File: src/sint_pkg.sv
// Shared types and constants for the segment intersection pipeline.
// Depends on nothing; every other source file refers to it by scoped names.
package sint_pkg;

    // Coordinate width and the exact widths of every intermediate value.
    localparam int COORD_BITS = 24;
    localparam int AW  = COORD_BITS + 1;          // a = dy, b = -dx
    localparam int PW  = 2 * COORD_BITS;          // x * y products
    localparam int CW  = 2 * COORD_BITS + 1;      // c = x2*y1 - x1*y2
    localparam int CHW = CW - COORD_BITS;         // signed high part of c
    localparam int MW  = AW + CHW;                // a or b times a half of c
    localparam int DPW = 2 * AW;                  // a * b products
    localparam int DW  = 2 * COORD_BITS + 3;      // determinant
    localparam int NW  = 3 * COORD_BITS + 3;      // Cramer numerators
    localparam int QB  = COORD_BITS + 1;          // quotient bits developed
    localparam int LPW = AW + COORD_BITS;         // a1 * x products
    localparam int LW  = 2 * COORD_BITS + 3;      // on-line residual
    localparam int IN_W  = ((8 * COORD_BITS + 7) / 8) * 8;
    localparam int OUT_W = ((2 * COORD_BITS + 1 + 7) / 8) * 8;

    typedef logic signed [COORD_BITS-1:0] coord_t;

    localparam coord_t COORD_MAX = {1'b0, {(COORD_BITS-1){1'b1}}};
    localparam coord_t COORD_MIN = {1'b1, {(COORD_BITS-1){1'b0}}};

    // The eight input coordinates of one query.
    typedef struct packed {
        coord_t x1;
        coord_t y1;
        coord_t x2;
        coord_t y2;
        coord_t x3;
        coord_t y3;
        coord_t x4;
        coord_t y4;
    } pts_t;

    // First-line data that rides along for the on-line test.
    typedef struct packed {
        logic signed [AW-1:0] a1;
        logic signed [AW-1:0] b1;
        logic signed [CW-1:0] c1;
        coord_t               xlo;
        coord_t               xhi;
        coord_t               ylo;
        coord_t               yhi;
    } side_t;

    // Working state of one restoring division.
    typedef struct packed {
        logic [QB-1:0] quo;
        logic [DW-1:0] rem;
        logic [QB-1:0] nlow;
        logic [DW-1:0] dmag;
        logic          neg;
        logic          ovf;
    } quot_t;

    // One result transaction.
    typedef struct packed {
        logic   parallel;
        coord_t cross_x;
        coord_t cross_y;
        logic   on_first_segment;
    } result_t;

endpackage

File: src/sint_back.sv
// Back end: rounding, saturation and the on-segment test, four stages.
// Depends on sint_pkg.
module sint_back (
    input  logic              clk,
    input  logic              rst_n,
    input  logic              ce,
    input  logic              in_valid,
    input  sint_pkg::quot_t   quo_x,
    input  sint_pkg::quot_t   quo_y,
    input  logic              par,
    input  sint_pkg::side_t   side,
    output logic              out_valid,
    output sint_pkg::result_t result
);

    logic [3:0] vld_reg;

    // Stage 1: rounded magnitudes.
    logic [sint_pkg::QB:0]  r1_qx_reg, r1_qy_reg, r1_qx_next, r1_qy_next;
    logic                   r1_negx_reg, r1_negy_reg, r1_ovfx_reg, r1_ovfy_reg;
    logic                   r1_par_reg;
    sint_pkg::side_t        r1_side_reg;

    // Stage 2: saturated coordinates.
    sint_pkg::coord_t       r2_px_reg, r2_py_reg, r2_px_next, r2_py_next;
    logic                   r2_par_reg;
    sint_pkg::side_t        r2_side_reg;

    // Stage 3: on-line products and the box test.
    logic signed [sint_pkg::LPW-1:0] r3_ax_reg, r3_by_reg;
    logic signed [sint_pkg::CW-1:0]  r3_c1_reg;
    sint_pkg::coord_t       r3_px_reg, r3_py_reg;
    logic                   r3_inbox_reg, r3_par_reg;

    // Stage 4: final result.
    logic signed [sint_pkg::LW-1:0]  resid;
    sint_pkg::result_t      r4_res_reg, r4_res_next;

    // Round half away from zero: add one when twice the remainder reaches the divisor.
    function automatic logic [sint_pkg::QB:0] round_mag(input sint_pkg::quot_t q);
        logic up;
        up = ({q.rem, 1'b0} >= {1'b0, q.dmag});
        return {1'b0, q.quo} + {{sint_pkg::QB{1'b0}}, up};
    endfunction

    // Apply the sign and clamp to the coordinate range.
    function automatic sint_pkg::coord_t sat(input logic [sint_pkg::QB:0] qr,
                                             input logic neg,
                                             input logic ovf);
        logic [sint_pkg::QB:0] half;
        sint_pkg::coord_t      res;
        half = {{sint_pkg::QB{1'b0}}, 1'b1} << (sint_pkg::COORD_BITS - 1);
        if (neg)
        begin
            if (ovf || qr >= half)
                res = sint_pkg::COORD_MIN;
            else
                res = -$signed(qr[sint_pkg::COORD_BITS-1:0]);
        end
        else
        begin
            if (ovf || qr >= half)
                res = sint_pkg::COORD_MAX;
            else
                res = $signed(qr[sint_pkg::COORD_BITS-1:0]);
        end
        return res;
    endfunction

    assign r1_qx_next = round_mag(quo_x);
    assign r1_qy_next = round_mag(quo_y);
    assign r2_px_next = r1_par_reg ? '0 : sat(r1_qx_reg, r1_negx_reg, r1_ovfx_reg);
    assign r2_py_next = r1_par_reg ? '0 : sat(r1_qy_reg, r1_negy_reg, r1_ovfy_reg);

    // Residual of the first line's equation at the rounded point.
    assign resid = r3_ax_reg + r3_by_reg + r3_c1_reg;

    always_comb
    begin
        r4_res_next.parallel         = r3_par_reg;
        r4_res_next.cross_x          = r3_px_reg;
        r4_res_next.cross_y          = r3_py_reg;
        r4_res_next.on_first_segment = !r3_par_reg && r3_inbox_reg && (resid == '0);
    end

    // Valid bits advance with the data.
    always_ff @(posedge clk or negedge rst_n)
    begin
        if (!rst_n)
        begin
            vld_reg <= '0;
        end
        else if (ce)
        begin
            vld_reg <= {vld_reg[2:0], in_valid};
        end
    end

    // Pipeline payload registers.
    always_ff @(posedge clk)
    begin
        if (ce)
        begin
            r1_qx_reg   <= r1_qx_next;
            r1_qy_reg   <= r1_qy_next;
            r1_negx_reg <= quo_x.neg;
            r1_negy_reg <= quo_y.neg;
            r1_ovfx_reg <= quo_x.ovf;
            r1_ovfy_reg <= quo_y.ovf;
            r1_par_reg  <= par;
            r1_side_reg <= side;

            r2_px_reg   <= r2_px_next;
            r2_py_reg   <= r2_py_next;
            r2_par_reg  <= r1_par_reg;
            r2_side_reg <= r1_side_reg;

            r3_ax_reg    <= r2_side_reg.a1 * r2_px_reg;
            r3_by_reg    <= r2_side_reg.b1 * r2_py_reg;
            r3_c1_reg    <= r2_side_reg.c1;
            r3_px_reg    <= r2_px_reg;
            r3_py_reg    <= r2_py_reg;
            r3_par_reg   <= r2_par_reg;
            r3_inbox_reg <= (r2_px_reg >= r2_side_reg.xlo) && (r2_px_reg <= r2_side_reg.xhi)
                         && (r2_py_reg >= r2_side_reg.ylo) && (r2_py_reg <= r2_side_reg.yhi);

            r4_res_reg <= r4_res_next;
        end
    end

    assign out_valid = vld_reg[3];
    assign result    = r4_res_reg;

endmodule

File: config.mk
export PLATFORM = sky130hd
export DESIGN_NAME = sint_back
export DESIGN_NICKNAME = d
export VERILOG_FILES = /design/src/sint_pkg.sv /design/src/sint_back.sv
export SDC_FILE = /design/constraint.sdc
export NUM_CORES = 2
export LEC_CHECK = 0
export BUFFER_PORTS_ARGS = -buffer_cell sky130_fd_sc_hd__buf_2
export CAP_MARGIN = 0
export CORE_AREA = 2 2 433 435
export DETAILED_ROUTE_END_ITERATION = 12
export DIE_AREA = 0 0 435 437
export SKIP_CTS_REPAIR_TIMING = 1
export SLEW_MARGIN = 5
export SYNTH_ARGS = -nofsm -noshare
export SYNTH_HDL_FRONTEND = slang
export SYNTH_SLANG_ARGS = --single-unit
File: constraint.sdc
create_clock -name clk -period 8.4 [get_ports clk]
set_input_delay 1.68 -clock clk [delete_from_list [all_inputs] [get_ports clk]]
set_output_delay 1.68 -clock clk [all_outputs]
set_load 0.01 [all_outputs]
==> qor.yml <==
floorplan:
  io-pin-count: 559
  die-area_mm2: 0.190
  coreArea_mm2: 0.185
  start_util_pct: 41.8
  row_count: 158
  die_y_um: 437
  die_w_um: 435
timing:
  fin_setup_tns_ps: 0
  setup_violations: 0
  final-hold-violation-count: 0
  max_freq_mhz: 123
  maxSlewViolCount: 0
  min_period_over_period_pct: 96.6
  finalCriticalPeriod_ps: 8120
  skew_ps: 53.6
  rsz0062_at_grt: "false"
  slew_headroom_pct: 25.9
  tightest_slew_ps: 1110
placed_design:
  port_buffers: 508
  place.gp.congestion: 0.924
  dp_hpwl_mm: 158
grt:
  track_usage_pct: 20.6
  grt_pass1_vias: 54900
  antenna_found_initial: 21
  grt_overflow: 0
  grt_start_max_net_pins: 169
  grt_first_pass_wirelength_mm: 305
clocking:
  cts-root-buf: "clkbuf_16"
  cts_tree: "yes"
  cts_buffers: 87
  cts.sinks: 747
  cts.clk_slew.worst_paths_ps: 60
  cts_htree_levels: 3
  clock_latency_ps: 770
  clockBufferDepth: 3
synth:
  synth.net_count: 9428
  avgSynthCellArea_um2: 10.9
  ys_seq_elements: 747
  synth_cells: 7089
  async_flop_share_pct: 0.535
  synthTopCellsByCount: "1477 x inv_1, 1308 x fa_1, 743 x edfxtp_1, 709 x nand2_1, 576 x and2_1"
  yosysTopAreaCellShare_pct: 33.9
  ys.flop_type: "edfxtp_1"
  yosys.cell_types.count: 78
  synth_largest_area_cell: "fa_1"
  yosysSeqAreaShare_pct: 29.0
  synth_edf_count: 743
  yosysMostFrequentCell: "inv_1"
  yosys-top-cells-area: "fa_1 34%, edfxtp_1 29%, ha_1 8.5%, inv_1 7.2%, and2_1 4.7%"
  yosys_warnings: 0
  synth.cell_area_mm2: 0.0773
worst_setup_path:
  start_kind: "register"
  r2r_start: "r2_side_reg[169]"
  r2r_cells: 25
  required_ps: 8880
  reg2reg_setup_slack_ps: 280
  cp_max_fo: 5
  end_kind: "register"
  critical_path_arrival_ps: 8590
  r2r-end: "r3_by_reg[46]"
  critical_path_class: "register to register"
hold_path:
  holdCritPathClass: "register to register"
  hold_path_end: "result[28]"
  hold_depth: 0
  worstHoldStart: "r3_px_reg[3]"
drt:
  drcViolationCount: 0
  dr.pass1.iters: 5
  antenna_left: 0
  avgViaCountPerCell: 5.02
  post_drt_wl_per_cell_um: 18.7
  drtIter0Drc: 3206
  vias: 51100
  drt-total-wl_mm: 191
finish:
  layout.nets: 9966
  final_util_pct: 46.8
  drive_above_1_share_pct: 11.2
  num-fill-cells: 17200
  area_delta_synth_final_pct: 12.0
outcome:
  status: "finished, final reports clean"
flow_run:
  cap_violations: 0
final cells by class:
type / instances / area [µm²] / share of cell area [%]
flip-flops and latches: 747 / 22400 / 25.9
inverters: 1479 / 5550 / 6.41
clock inverters: 60 / 669 / 0.773
clock buffers: 100 / 2230 / 2.57
multi-input cells: 4613 / 48400 / 55.9
diodes: 7 / 17.5 / 0.0202
repair buffers: 699 / 4170 / 4.82
well taps: 2480 / 3100 / 3.58
stage by stage:
step           worst slack [ps]  cells  hold slack (ps)  instance area (µm²)
3_5_place_dp                139  10000              405                83500
4_1_cts                     103  10200              398                86400
2_1_floorplan               977   7089              400                77300
3_3_place_gp                173  10000              401                83500
5_1_grt                    7.04  10200              405                86600
6_report                    285  10200              398                86600
cell families (layout without fill, tap and decap cells):
family | Yosys count | after routing | synth area share [%]
AO/OA/AOI/OAI | 657 | 657 | 5.40
multiplexers | 14 | 14 | 0.189
other | 0 | 7 | 0
buffers and inverters | 1729 | 2338 | 8.41
XOR/XNOR | 204 | 204 | 2.31
adder cells (fa/ha/maj) | 1831 | 1831 | 42.3
AND/OR/NAND/NOR | 1907 | 1907 | 12.4
flip-flops | 747 | 747 | 29.0
worst max path at each step:
stage / cells past startpoint / from / to
3_5_place_dp: 24 / r2_py_reg[1] / r3_by_reg[46]
6_report: 25 / r2_side_reg[169] / r3_by_reg[46]
5_1_grt: 25 / r2_side_reg[169] / r3_by_reg[46]
3_3_place_gp: 25 / r2_py_reg[1] / r3_by_reg[48]
4_1_cts: 24 / r2_py_reg[1] / r3_by_reg[46]
2_1_floorplan: 24 / r2_py_reg[2] / r3_by_reg[46]
cell usage in the layout (no fill, tap or decap), drive strengths merged, types with 27 or more instances in the layout:
cell type	instances
clkinv	42
buf	699
nand4	75
clkbuf	100
a21o	96
a21oi	213
nand3	49
nor2b	55
and2	576
o21ai	134
nor3	46
xnor2	150
ha	523
nor2	227
nand2	709
edfxtp	743
inv	1484
xor2	54
nand2b	59
fa	1308
o21a	27
critical path: stages (launching register included):
cell       delay (ps)
edfxtp_1          540
nand2_1           230
inv_1             120
fa_1              660
inv_1             140
fa_1              530
fa_1              460
fa_1              550
inv_1              60
fa_1              510
fa_1              500
inv_1              50
fa_1              470
inv_1              40
ha_1              330
a21o_1            200
a21o_1            170
a2111oi_1         510
o41ai_1           210
o31ai_1           290
o31ai_2           170
a41oi_1           350
o21ai_0           270
a21o_1            230
a21oi_1           170
xnor2_1           100
per-layer routing:
layer / vias to the layer above / wire length, µm / GRT usage [%]
met5: - / 129 / 0
met4: 20 / 9000 / 9.27
met3: 344 / 9710 / 2.75
met2: 1382 / 93500 / 34.9
met1: 26000 / 78500 / 26.5
li1: 23300 / - / -
Power is left out: the tool's default activity adds up to more than one toggle a clock period on the data nets, which glitch-free logic cannot reach.
